### src/rtl/core/reliable_datagram_peer_engine_core_defines.svh
// Assertion macros shared by the peer engine modules.
`ifndef RELIABLE_DATAGRAM_PEER_ENGINE_CORE_DEFINES_SVH
`define RELIABLE_DATAGRAM_PEER_ENGINE_CORE_DEFINES_SVH

// Condition implies consequence in the same cycle.
`define RDPE_ASSERT_NOW(label, clk, rst, cond, cons) \
  label: assert property (@(posedge clk) disable iff (rst) (cond) |-> (cons)) \
    else $error("rdpe check failed");

// Condition implies consequence in the next cycle.
`define RDPE_ASSERT_NEXT(label, clk, rst, cond, cons) \
  label: assert property (@(posedge clk) disable iff (rst) (cond) |=> (cons)) \
    else $error("rdpe check failed");

`endif

### src/rtl/core/rdpe_pkg.sv
// Types, codes and helper functions of the peer engine.
`timescale 1ns / 1ps
package rdpe_pkg;

  localparam logic [31:0] ALL_ONES = 32'hffff_ffff;

  localparam logic [1:0] OP_SEND   = 2'd0;
  localparam logic [1:0] OP_RECV   = 2'd1;
  localparam logic [1:0] OP_TICK   = 2'd2;
  localparam logic [1:0] OP_HANGUP = 2'd3;

  localparam logic [2:0] K_DATA    = 3'd0;
  localparam logic [2:0] K_ACK     = 3'd1;
  localparam logic [2:0] K_HANGUP  = 3'd2;
  localparam logic [2:0] K_RETX    = 3'd3;
  localparam logic [2:0] K_RESET   = 3'd4;
  localparam logic [2:0] K_DELIVER = 3'd5;
  localparam logic [2:0] K_DISCARD = 3'd6;

  localparam logic [1:0] REG_RETX_BASE = 2'd0;
  localparam logic [1:0] REG_TICK      = 2'd1;
  localparam logic [1:0] REG_MAX_TX    = 2'd2;
  localparam logic [1:0] REG_MAX_UNACK = 2'd3;

  typedef enum logic [2:0] {
    ST_IDLE,
    ST_LOAD,
    ST_STEP,
    ST_FIN,
    ST_SEND
  } state_t;

  typedef struct packed {
    logic cap;
    logic step;
    logic fin;
    logic pop;
  } cmd_t;

  typedef struct packed {
    logic empty;
    logic at_last;
  } status_t;

  // Peer state together with the results of the step that produced it.
  typedef struct packed {
    logic [31:0]       ss;
    logic [31:0]       sg;
    logic [31:0]       rs;
    logic [31:0]       rg;
    logic [31:0]       asent;
    logic [31:0]       ar;
    logic [31:0]       el;
    logic [7:0]        tc;
    logic              gl;
    logic              did_reset;
    logic              ack_ok;
    logic [1:0]        n;
    logic [2:0][2:0]   kind;
    logic [2:0][31:0]  seq;
    logic [2:0][31:0]  gen;
    logic [2:0][31:0]  ack;
    logic [2:0][31:0]  agen;
  } step_t;

  // Sequence numbers skip zero.
  function automatic logic [31:0] next_seq(input logic [31:0] a);
    return (a == ALL_ONES) ? 32'd1 : a + 32'd1;
  endfunction

  function automatic logic in_window(input logic [31:0] a, input logic [31:0] s,
                                     input logic [31:0] e);
    if (s <= e) begin
      return (a > s) && (a <= e);
    end
    return (a > s) || (a <= e);
  endfunction

  function automatic step_t f_emit(input step_t s, input logic [2:0] k,
                                   input logic [31:0] a, input logic [31:0] b,
                                   input logic [31:0] c, input logic [31:0] d);
    step_t r;
    r = s;
    if (s.n != 2'd3) begin
      r.kind[s.n] = k;
      r.seq[s.n]  = a;
      r.gen[s.n]  = b;
      r.ack[s.n]  = c;
      r.agen[s.n] = d;
      r.n         = s.n + 2'd1;
    end
    return r;
  endfunction

  function automatic step_t f_reset(input step_t s, input logic [31:0] fresh);
    step_t r;
    r = f_emit(s, K_RESET, '0, '0, '0, '0);
    r.rg        = '0;
    r.rs        = '0;
    r.asent     = '0;
    r.sg        = fresh;
    r.ss        = '0;
    r.ar        = '0;
    r.tc        = '0;
    r.el        = '0;
    r.did_reset = 1'b1;
    return r;
  endfunction

  function automatic step_t f_forget(input step_t s, input logic [31:0] fresh);
    step_t r;
    r    = f_reset(s, fresh);
    r.sg = '0;
    r.gl = 1'b0;
    return r;
  endfunction

  function automatic step_t f_ack(input step_t s, input logic hangup);
    step_t r;
    r = f_emit(s, hangup ? K_HANGUP : K_ACK, '0, hangup ? ALL_ONES : s.sg, s.rs, s.rg);
    if (s.asent < s.rs) begin
      r.asent = s.rs;
    end
    return r;
  endfunction

  function automatic step_t f_resend(input step_t s, input logic [31:0] fresh,
                                     input logic [7:0] max_tx);
    step_t r;
    r    = s;
    r.el = '0;
    if (s.tc != 8'hff) begin
      r.tc = s.tc + 8'd1;
    end
    if (s.tc > max_tx) begin
      r = f_reset(r, fresh);
    end else begin
      r = f_emit(r, K_RETX, next_seq(s.ar), s.sg, '0, '0);
    end
    return r;
  endfunction

endpackage

### src/rtl/core/rdpe_ctrl.sv
// Controller state machine sequencing capture, step, flag update and result transfers.
`timescale 1ns / 1ps
`include "reliable_datagram_peer_engine_core_defines.svh"
module rdpe_ctrl
  import rdpe_pkg::*;
(
  input  logic    clk,
  input  logic    rst,
  input  logic    s_tvalid,
  output logic    s_tready,
  output logic    m_tvalid,
  input  logic    m_tready,
  input  status_t status,
  output cmd_t    cmd
);

  state_t state;
  state_t state_next;

  always_ff @(posedge clk) begin
    if (rst) begin
      state <= ST_IDLE;
    end else begin
      state <= state_next;
    end
  end

  always_comb begin
    state_next = state;
    case (state)
      ST_IDLE: begin
        if (s_tvalid) state_next = ST_LOAD;
      end
      ST_LOAD: state_next = ST_STEP;
      ST_STEP: state_next = ST_FIN;
      ST_FIN: begin
        state_next = status.empty ? ST_IDLE : ST_SEND;
      end
      ST_SEND: begin
        if (m_tready && status.at_last) state_next = ST_IDLE;
      end
      default: state_next = ST_IDLE;
    endcase
  end

  always_comb begin
    s_tready = 1'b0;
    m_tvalid = 1'b0;
    cmd      = '0;
    case (state)
      ST_IDLE: begin
        s_tready = 1'b1;
        cmd.cap  = s_tvalid;
      end
      ST_LOAD: begin
      end
      ST_STEP: cmd.step = 1'b1;
      ST_FIN:  cmd.fin = 1'b1;
      ST_SEND: begin
        m_tvalid = 1'b1;
        cmd.pop  = m_tready;
      end
      default: begin
      end
    endcase
  end

  `RDPE_ASSERT_NEXT(a_accept_loads, clk, rst, s_tvalid && s_tready, state == ST_LOAD)
  `RDPE_ASSERT_NEXT(a_step_then_fin, clk, rst, state == ST_STEP, state == ST_FIN)
  `RDPE_ASSERT_NEXT(a_more_results, clk, rst, m_tvalid && m_tready && !status.at_last,
                    m_tvalid && !s_tready)

endmodule

### src/rtl/core/rdpe_dp.sv
// Datapath: configuration registers, peer state, step logic and result buffer.
`timescale 1ns / 1ps
`include "reliable_datagram_peer_engine_core_defines.svh"
module rdpe_dp
  import rdpe_pkg::*;
(
  input  logic         clk,
  input  logic         rst,
  input  cmd_t         cmd,
  output status_t      status,
  input  logic [167:0] s_tdata,
  input  logic [1:0]   s_tuser,
  output logic [151:0] m_tdata,
  output logic [2:0]   m_tuser,
  output logic         m_tlast,
  input  logic         psel,
  input  logic         penable,
  input  logic         pwrite,
  input  logic [3:0]   paddr,
  input  logic [31:0]  pwdata,
  output logic [31:0]  prdata
);

  logic [15:0] retx_base;
  logic [15:0] tick_ms;
  logic [7:0]  max_tx;
  logic [15:0] max_unack;

  logic [1:0]  q_op;
  logic [31:0] q_seq;
  logic [31:0] q_sgen;
  logic [31:0] q_ack;
  logic [31:0] q_agen;
  logic        q_full;
  logic [31:0] q_fresh;

  step_t       cur;
  step_t       cur_next;
  logic [23:0] prod;
  logic        waiting;
  logic        waiting_next;
  logic [15:0] unacked;
  logic [15:0] unacked_next;
  logic        blocked;
  logic        resume;
  logic        resume_next;
  logic [1:0]  idx;

  logic        was_empty;
  logic        moved;
  logic [2:0]  verdict;
  logic [32:0] el_sum;
  logic [31:0] span;

  always_ff @(posedge clk) begin
    if (rst) begin
      retx_base <= 16'd200;
      tick_ms   <= 16'd50;
      max_tx    <= 8'd10;
      max_unack <= 16'd100;
    end else if (psel && penable && pwrite) begin
      case (paddr[3:2])
        REG_RETX_BASE: retx_base <= pwdata[15:0];
        REG_TICK:      tick_ms   <= pwdata[15:0];
        REG_MAX_TX:    max_tx    <= pwdata[7:0];
        REG_MAX_UNACK: max_unack <= pwdata[15:0];
        default: begin
        end
      endcase
    end
  end

  always_comb begin
    case (paddr[3:2])
      REG_RETX_BASE: prdata = {16'd0, retx_base};
      REG_TICK:      prdata = {16'd0, tick_ms};
      REG_MAX_TX:    prdata = {24'd0, max_tx};
      REG_MAX_UNACK: prdata = {16'd0, max_unack};
      default:       prdata = '0;
    endcase
  end

  always_ff @(posedge clk) begin
    if (cmd.cap) begin
      q_op    <= s_tuser;
      q_seq   <= s_tdata[31:0];
      q_sgen  <= s_tdata[63:32];
      q_ack   <= s_tdata[95:64];
      q_agen  <= s_tdata[127:96];
      q_full  <= s_tdata[128];
      q_fresh <= s_tdata[160:129];
    end
    // Timeout threshold for the current transmit count.
    prod <= retx_base * cur.tc;
  end

  always_comb begin
    cur_next           = cur;
    cur_next.n         = 2'd0;
    cur_next.did_reset = 1'b0;
    cur_next.ack_ok    = 1'b0;
    was_empty          = 1'b0;
    moved              = 1'b0;
    verdict            = K_DISCARD;
    el_sum             = '0;
    case (q_op)
      OP_SEND: begin
        if (!cur_next.gl) begin
          cur_next.sg = q_fresh;
          cur_next.gl = 1'b1;
        end
        was_empty   = (cur_next.ar == cur_next.ss);
        cur_next.ss = next_seq(cur_next.ss);
        cur_next    = f_emit(cur_next, K_DATA, cur_next.ss, cur_next.sg, cur_next.rs,
                             cur_next.rg);
        cur_next.asent = cur_next.rs;
        if (was_empty) begin
          cur_next.el = '0;
          cur_next.tc = 8'd1;
        end
      end
      OP_RECV: begin
        if (!cur_next.gl) begin
          cur_next.sg = q_fresh;
          cur_next.gl = 1'b1;
        end
        if (q_ack != '0 && q_agen != cur_next.sg) begin
          verdict = K_DISCARD;
        end else if (q_sgen == ALL_ONES) begin
          if (q_agen == cur_next.sg) cur_next = f_forget(cur_next, q_fresh);
          verdict = K_DISCARD;
        end else if (cur_next.rg != q_sgen && q_seq != 32'd0 && q_seq != 32'd1) begin
          verdict = K_DISCARD;
        end else begin
          if (cur_next.rg != q_sgen) begin
            if (cur_next.rg != '0) cur_next = f_reset(cur_next, q_fresh);
            cur_next.rg = q_sgen;
          end
          // The generation may have been reloaded by a peer reset just above.
          if (q_ack != '0 && q_agen == cur_next.sg) begin
            cur_next.ack_ok = 1'b1;
            moved = (cur_next.ar != cur_next.ss) &&
                    in_window(q_ack, cur_next.ar, cur_next.ss);
            if (moved) cur_next.ar = q_ack;
            if (moved && cur_next.ar != cur_next.ss) begin
              cur_next.el = '0;
              if (cur_next.tc > 8'd1) begin
                cur_next.tc = 8'd1;
                cur_next    = f_resend(cur_next, q_fresh, max_tx);
              end
            end
          end
          if (q_seq == '0 || q_full) begin
            verdict = K_DISCARD;
          end else if (q_seq != next_seq(cur_next.rs)) begin
            cur_next = f_ack(cur_next, 1'b0);
            verdict  = K_DISCARD;
          end else begin
            cur_next.rs = q_seq;
            verdict     = K_DELIVER;
          end
        end
        cur_next = f_emit(cur_next, verdict, q_seq, q_sgen, '0, '0);
      end
      OP_TICK: begin
        if (cur_next.ar != cur_next.ss) begin
          el_sum      = {1'b0, cur_next.el} + {17'd0, tick_ms};
          cur_next.el = el_sum[32] ? ALL_ONES : el_sum[31:0];
          if (cur_next.el > {8'd0, prod}) cur_next = f_resend(cur_next, q_fresh, max_tx);
        end
        if (cur_next.asent != cur_next.rs) cur_next = f_ack(cur_next, 1'b0);
      end
      OP_HANGUP: begin
        if (cur_next.gl) begin
          cur_next = f_ack(cur_next, 1'b1);
          cur_next = f_forget(cur_next, q_fresh);
        end
      end
      default: begin
      end
    endcase
  end

  // Sequence distance from the last ack received to the last sequence sent.
  always_comb begin
    span         = cur.ss - cur.ar - {31'd0, (cur.ss < cur.ar)};
    unacked_next = (span[31:16] != '0) ? 16'hffff : span[15:0];
    waiting_next = waiting || ((q_op == OP_SEND) && (unacked_next > max_unack));
    resume_next  = waiting_next &&
                   (cur.did_reset || (cur.ack_ok && (unacked_next < (max_unack >> 3))));
    if (resume_next) waiting_next = 1'b0;
  end

  always_ff @(posedge clk) begin
    if (rst) begin
      cur     <= '0;
      waiting <= 1'b0;
      idx     <= '0;
    end else begin
      if (cmd.step) cur <= cur_next;
      if (cmd.fin) begin
        waiting <= waiting_next;
        idx     <= '0;
      end else if (cmd.pop) begin
        idx <= idx + 2'd1;
      end
    end
  end

  always_ff @(posedge clk) begin
    if (cmd.fin) begin
      unacked <= unacked_next;
      blocked <= unacked_next > max_unack;
      resume  <= resume_next;
    end
  end

  assign status.empty   = (cur.n == 2'd0);
  assign status.at_last = (idx == cur.n - 2'd1);

  assign m_tuser = cur.kind[idx];
  assign m_tlast = status.at_last;
  assign m_tdata = {6'd0, resume, blocked, unacked, cur.agen[idx], cur.ack[idx],
                    cur.gen[idx], cur.seq[idx]};

  `RDPE_ASSERT_NOW(a_idx_in_range, clk, rst, cmd.pop, idx < cur.n)
  `RDPE_ASSERT_NEXT(a_fin_clears_idx, clk, rst, cmd.fin, idx == 2'd0)
  `RDPE_ASSERT_NEXT(a_resume_clears_wait, clk, rst, cmd.fin && resume_next, !waiting)

endmodule

### src/rtl/core/reliable_datagram_peer_engine_core.sv
// Top level of the reliable-datagram peer sequencing engine.
`timescale 1ns / 1ps
// One event is taken per transfer on the s_ side and handled in a fixed sequence:
// capture, a load state, a step state that updates the peer state and fills a
// three-entry result buffer, and a state that settles the unacked count and flow-control
// flags. The event's results (0 to 3) then leave one per transfer, held while the m_ side
// stalls; the next event is accepted once the last result of the previous one has been
// transferred. Results of one event carry the same unacked count and flags; m_tlast marks
// the final one. An event that causes no result produces no transfer. The user must write
// registers through the APB port only while the engine is idle; the block does not enforce it.
module reliable_datagram_peer_engine_core
  import rdpe_pkg::*;
(
  input  logic         clk,
  input  logic         rst,
  input  logic         s_tvalid,
  output logic         s_tready,
  // pkt_seq, pkt_send_gen, pkt_ack, pkt_ack_gen, rx_queue_full, fresh_generation, pad
  input  logic [167:0] s_tdata,
  // op
  input  logic [1:0]   s_tuser,
  output logic         m_tvalid,
  input  logic         m_tready,
  // seq_out, gen_out, ack_out, ack_gen_out, unacked_out, sender_blocked,
  // sender_may_resume, pad
  output logic [151:0] m_tdata,
  // kind
  output logic [2:0]   m_tuser,
  output logic         m_tlast,
  input  logic         psel,
  input  logic         penable,
  input  logic         pwrite,
  input  logic [3:0]   paddr,
  input  logic [31:0]  pwdata,
  output logic [31:0]  prdata,
  output logic         pready
);

  cmd_t    cmd;
  status_t status;

  assign pready = 1'b1;

  rdpe_ctrl u_ctrl (
    .clk      (clk),
    .rst      (rst),
    .s_tvalid (s_tvalid),
    .s_tready (s_tready),
    .m_tvalid (m_tvalid),
    .m_tready (m_tready),
    .status   (status),
    .cmd      (cmd)
  );

  rdpe_dp u_dp (
    .clk     (clk),
    .rst     (rst),
    .cmd     (cmd),
    .status  (status),
    .s_tdata (s_tdata),
    .s_tuser (s_tuser),
    .m_tdata (m_tdata),
    .m_tuser (m_tuser),
    .m_tlast (m_tlast),
    .psel    (psel),
    .penable (penable),
    .pwrite  (pwrite),
    .paddr   (paddr),
    .pwdata  (pwdata),
    .prdata  (prdata)
  );

endmodule
### config.mk
export PLATFORM = sky130hd
export DESIGN_NAME = reliable_datagram_peer_engine_core
export DESIGN_NICKNAME = d
export VERILOG_FILES = /design/src/rtl/core/rdpe_pkg.sv /design/src/rtl/core/rdpe_ctrl.sv /design/src/rtl/core/rdpe_dp.sv /design/src/rtl/core/reliable_datagram_peer_engine_core.sv
export VERILOG_INCLUDE_DIRS = /design/src /design/src/rtl/core
export SDC_FILE = /design/constraint.sdc
export NUM_CORES = 2
export LEC_CHECK = 0
export CAP_MARGIN = 10
export CORE_UTILIZATION = 40
export CTS_CLUSTER_DIAMETER = 60
export DETAILED_ROUTE_END_ITERATION = 8
export DONT_BUFFER_PORTS = 1
export PLACE_DENSITY = 0.59
export SLEW_MARGIN = 5
export SYNTH_ARGS = -nofsm -noshare
export SYNTH_HDL_FRONTEND = slang
export SYNTH_SLANG_ARGS = --single-unit
### constraint.sdc
create_clock -name clk -period 21.1 [get_ports clk]
set_input_delay 3.165 -clock clk [delete_from_list [all_inputs] [get_ports clk]]
set_output_delay 3.165 -clock clk [all_outputs]
set_load 0.01 [all_outputs]
# After elaboration in Yosys (flattened, before gate mapping)
# Cells that the tools add are included.
# totals
n_memories,0
romBits,0
regBits,897
output_inout_bits,191
elab_cells,337
latchBits,0
ram_bits,0
# op_classes
addsub,15
n_reduce_logical,42
multipliers,1
order_cmp,23
mux,137
n_eq_ne,41
div_mod_pow,0
bitwise,33
shift,0
# ops
operator,count
2-to-1 mux 630 bit,24
case mux 630 bit (4 select lines),1
2-to-1 mux 395 bit,6
bitwise AND 96 bit,12
2-to-1 mux 32 bit,33
2-to-1 mux 502 bit,2
bitwise mux 96 bit,10
2-to-1 mux 566 bit,1
inverter 96 bit,5
demux 32 bit (select 2 bit),5
binary-select mux 32 bit (select 2 bit),4
inequality test 32 bit,7
equality test 32 bit (second input constant),5
adder 32 x 1 -> 32 bit (second input constant),4
case mux 32 bit (4 select lines),1
equality test 32 bit,3
less-than comparator 32 bit,3
nonzero test 32 bit,3
less-or-equal comparator 32 bit,2
2-to-1 mux 3 bit,16
2-to-1 mux 40 bit,1
adder 32 x 16 -> 33 bit,1
> comparator 32 x 24 -> 1 bit,1
> comparator 32 bit,1
51 further kinds,141

# Depth between registers and ports, before layout
# depth
word_depth,61
depth_mapped,60

# Modules after synthesis
# From an unflattened synthesis, not the netlist that was laid out.
# unflattened
cells_unflattened,8056
hier_area_um2,64234.1
# modules_own_cells
mod,n_inst,area_each_um2,cells_each,seq_area_each_um2
rdpe_dp,1,64070.2,8037,19708.9
rdpe_ctrl,1,152.6,17,60.1
reliable_datagram_peer_engine_core,1,11.3,2,0.0

# Least setup slack after synthesis
# No wires, ideal clock.
# synth_timing
path_kind,register to register
start,register u_dp.q_sgen[3]
end,register u_dp.cur[343] (netlist name)
path_buffers,18
path_slack_ns,7.314
stages_incl_launch_ff,60
t_required_ns,20.983
arrival_ns,13.670
path_cell_list,edfxtp_1 -> clkbuf_1 -> xnor2_1 -> nand4_1 -> nor4_1 -> a21o_1 -> buf_4 -> buf_2 -> buf_2 -> clkbuf_1 -> clkbuf_1 -> clkbuf_1 -> buf_1 -> clkbuf_1 -> clkbuf_1 -> clkbuf_1 -> clkbuf_1 -> clkbuf_1 -> [24 not listed] -> xor2_1 -> nor2_1 -> xor2_1 -> a41o_1 -> a21boi_0 -> a221o_1 -> a31o_2 -> a2111o_1 -> or4_4 -> nor4_4 -> mux2i_1 -> or3_1 -> buf_2 -> a31o_2 -> and2_1 -> buf_2 -> buf_6 -> a22o_1
# synth_via
elab_chain_cells,50
elab_cells_between_ends,92
# synth_rtl
element,line_no,rtl
from (decl),rdpe_dp.sv:31,logic [31:0] q_sgen;
from (signal assigned),rdpe_dp.sv:87,q_sgen <= s_tdata[63:32];
inequality test 32 bit,"rdpe_dp.sv:132, rdpe_dp.sv:135",
2-to-1 mux 630 bit,rdpe_dp.sv:135,if (cur_next.rg != q_sgen) begin
2-to-1 mux 630 bit,rdpe_dp.sv:132,end else if (cur_next.rg != q_sgen && q_seq != 32'd0 && q_seq != 32'd1) begin
2-to-1 mux 630 bit,rdpe_dp.sv:129,end else if (q_sgen == ALL_ONES) begin
2-to-1 mux 630 bit,rdpe_dp.sv:127,if (q_ack != '0 && q_agen != cur_next.sg) begin
2-to-1 mux 630 bit,rdpe_dp.sv:106,case (q_op)
less-or-equal comparator 32 bit,rdpe_pkg.sv:73,if (s <= e) begin
2-to-1 mux 1 bit,rdpe_pkg.sv:73,
[34 not listed],-,
2-to-1 mux 630 bit (*),rdpe_dp.sv:106,
less-than comparator 2 x 3 -> 1 bit (not written as such) (tied with other cells),rdpe_pkg.sv:86,r.seq[s.n] = a;
logical AND 1 bit (not written as such) / 2-to-1 mux 630 bit (equally long branches),"rdpe_pkg.sv:86, rdpe_dp.sv:129",
2-to-1 mux 32 bit (not written as such) / 2-to-1 mux 630 bit (equally long branches),"rdpe_pkg.sv:86, rdpe_dp.sv:127",
demux 32 bit (select 2 bit) / 2-to-1 mux 630 bit (equally long branches),-,
bitwise mux 96 bit,rdpe_pkg.sv:86,
2-to-1 mux 395 bit (*),rdpe_pkg.sv:84,if (s.n != 2'd3) begin
case mux 630 bit (4 select lines) (*),rdpe_dp.sv:106,
to (signal assigned),rdpe_dp.sv:200,if (cmd.step) cur <= cur_next;
to (decl),rdpe_dp.sv:37,step_t cur;
# Mark *: on every way between the ends. The rest lies on a longest branch, timed or not. The select of a mux whose other input is x is not followed.
# A chain may end at the register's enable or synchronous reset.

# Worst setup path in the final report
# layout_timing
start,register u_dp.q_sgen[22]
end,register u_dp.cur[314] (netlist name)
# Same word-level chain as after synthesis.

==> results.yml <==
outcome:
  outcome: "complete, but fails checks"
  violations: "design-rule violations"
place:
  dp_slack_ns: 4.28
  port_buffers: 0
  dpl.cell_count: 9554
  gp_congestion: 0.999
  hpwlAfterDp_mm: 194
  placed_cell_area_mm2: 0.0650
clocking:
  post-cts-setup-buffer-count: 0
  clock_latency_ns: 0.80
  tritoncts: "built"
  cts_sinks: 897
  root_buffer: "clkbuf_16"
  path_clk_slew_ns: 0.06
  cts_max_level: 3
  post_cts_resized: 0
  ctsLongestPathBuffers: 3
  cts_buffers: 121
  ctsHoldBuffers: 0
logic_synthesis:
  syn_area_per_cell_um2: 7.94
  synth_edf_count: 181
  seq_area_frac_synth: 0.309
  yosysUniqueCellTypes: 92
  syn_inst: 8049
  syn_area_mm2: 0.0639
  synth_warnings: 0
  synth_seq_cells: 897
  ys.flop_type: "dfxtp_1"
  synth_top_area_share: 0.224
  synthTopCellsByArea: "dfxtp_1, edfxtp_1, ha_1"
  synth.most_common_cell: "nand2_1"
  yosysTopAreaCell: "dfxtp_1"
  synthArstFlopShare: 0
  synth_common_cells: "nand2_1, nor2_1, dfxtp_1"
pwr:
  p_total_uw: 4540
  powerDensity_mw_per_mm2: 65.5
  p_leak_uw: 0.0247
  max-vdd-ir-drop_mv: 0.0686
layout:
  area_growth_pct: 8.33
  n_fill_cell: 15800
  drive_above_1_share: 0.0635
  fin_area_mm2: 0.0693
  fin_nets: 8281
  final_cells: 9820
setup_path:
  crit_arrival_ns: 18.42
  worst-r2r-cell-count: 43
  crit_type: "flop to flop"
  worstSetupStartpointType: "flop"
  cp.required_ns: 21.76
  slowest_delay_ns: 0.86
  r2r_slack_ns: 3.34
  cpMaxStageDelayCell: "nand2_1"
  critPathMaxFanout: 63
  end_kind: "flop"
sta:
  hold_viol: 0
  rsz0062_at_grt: "no"
  relSlewSlack: 0.105
  tightestPinTransition_ns: 1.34
  setup_ws_ns: 3.34
  tns_ns: 0
  fin_skew_ns: 0.0577
  setup_viol: 0
  period_minus_slack_ns: 17.76
  final.period_utilization: 0.842
  fmax_ghz: 0.0563
  report.final.slew_viol_count: 0
routing:
  drc: 2
  vias: 64000
  wl_per_cell_um: 28.8
  vias_per_cell: 6.52
  wirelength_mm: 283
  drt_iter0_markers: 8988
  drtAntennaViolNets: 0
  drtPass1Iterations: 9
global_routing:
  antenna_found_initial: 51
  grt_pass1_wl_mm: 407
  grt_remaining_overflow: 0
  grt_pass1_vias: 58700
  grt_max_degree: 536
  grt_usage: 0.335
hold_path:
  min_path_cells: 2
  hp-class: "flop to flop"
die:
  top_level_ports: 404
  fp.dieW_um: 402
  row_count: 146
  fp.dieH_um: 402
  start_util: 0.403
  coreArea_mm2: 0.159
  die_area_mm2: 0.161
run:
  maxCapViolCount: 0
[metal layers]
metal / GRT usage / share of wire / wire length (um) / vias up
met3: 0.0775 / 0.11 / 30200 / 816
met1: 0.429 / 0.39 / 111000 / 31100
li1: - / - / - / 28300
met4: 0.199 / 0.066 / 18700 / 28
met5: 0 / 0.00071 / 202 / -
met2: 0.513 / 0.44 / 123000 / 3801
[state kept, by name (all words and copies together), names as in the netlist, 2 cells and up]
register and count:
u_ctrl.state 3, u_dp.tick_ms 16, u_dp.q_sgen 32, u_dp.q_ack 32, u_dp.q_op 2, u_dp.max_tx 8, u_dp.q_agen 32, u_dp.idx 2
u_dp.retx_base 16, u_dp.cur 630, u_dp.max_unack 16, u_dp.prod 24, u_dp.q_seq 32, u_dp.unacked 16, u_dp.q_fresh 32
[metrics by stage]
stage                util  hold WS, ns
floorplan               -        0.432
global placement    0.410        0.438
detailed placement  0.410        0.443
finish              0.437        0.450
CTS                 0.436        0.451
global route        0.437        0.461
[final timing paths]
kind / start / endpoint
max: u_dp.q_sgen[22] / u_dp.cur[314]
min: u_dp.cur[70] / u_dp.cur[70]
max reg2reg: u_dp.q_sgen[22] / u_dp.cur[314]
min reg2reg: u_dp.cur[70] / u_dp.cur[70]
[layout make-up]
type | instances | area, um^2 | share of cell area
flip-flops and latches | 897 | 19800 | 0.286
clock inverters | 67 | 764 | 0.0110
multi-input cells | 6076 | 40300 | 0.581
diodes | 36 | 90.1 | 0.00130
well taps | 2072 | 2590 | 0.0374
clock buffers | 161 | 3370 | 0.0487
repair buffers | 123 | 948 | 0.0137
inverters | 388 | 1460 | 0.0210
[report_power, final]
group	switching, uW	internal (uW)	leakage [uW]
sequential	125	1810	0.00750
combinational	317	145	0.0152
clock	894	1250	0.00199
total	1340	3200	0.0247
[cell usage in the layout, fill, tap and decap left out, types with 124 or more instances in the layout]
master	count
clkbuf_16	124
o211ai_1	140
a21oi_1	491
inv_1	385
ha_1	374
nand2_1	951
mux2i_1	263
nor3_1	147
dfxtp_1	713
a22oi_1	249
xnor2_1	222
nand3_1	323
nor2_1	707
o21ai_0	422
edfxtp_1	181
o22ai_1	194
[worst max-delay path, delay by kind of cell, from the launching register on]
family	cells	cell delay, ns
and+or+nand+nor	18	7.60
AOI/OAI and AO/OA	12	4.31
muxes	2	0.74
adders and majority gates	3	1.00
DFF	1	0.82
xor gates and xnor gates	3	0.56
buffers and inverters	5	2.37
[cell families after synthesis]
family                   after synthesis  synth area share
AND/OR/NAND/NOR                     2734             0.195
XOR/XNOR                             314            0.0430
AO/OA/AOI/OAI                       2227             0.233
buffers and inverters               1097            0.0671
other                                  2          0.000117
flip-flops                           897             0.309
multiplexers                         313            0.0514
adder cells (fa/ha/maj)              465             0.101
Note: power is estimated with default switching activity, not from simulation.
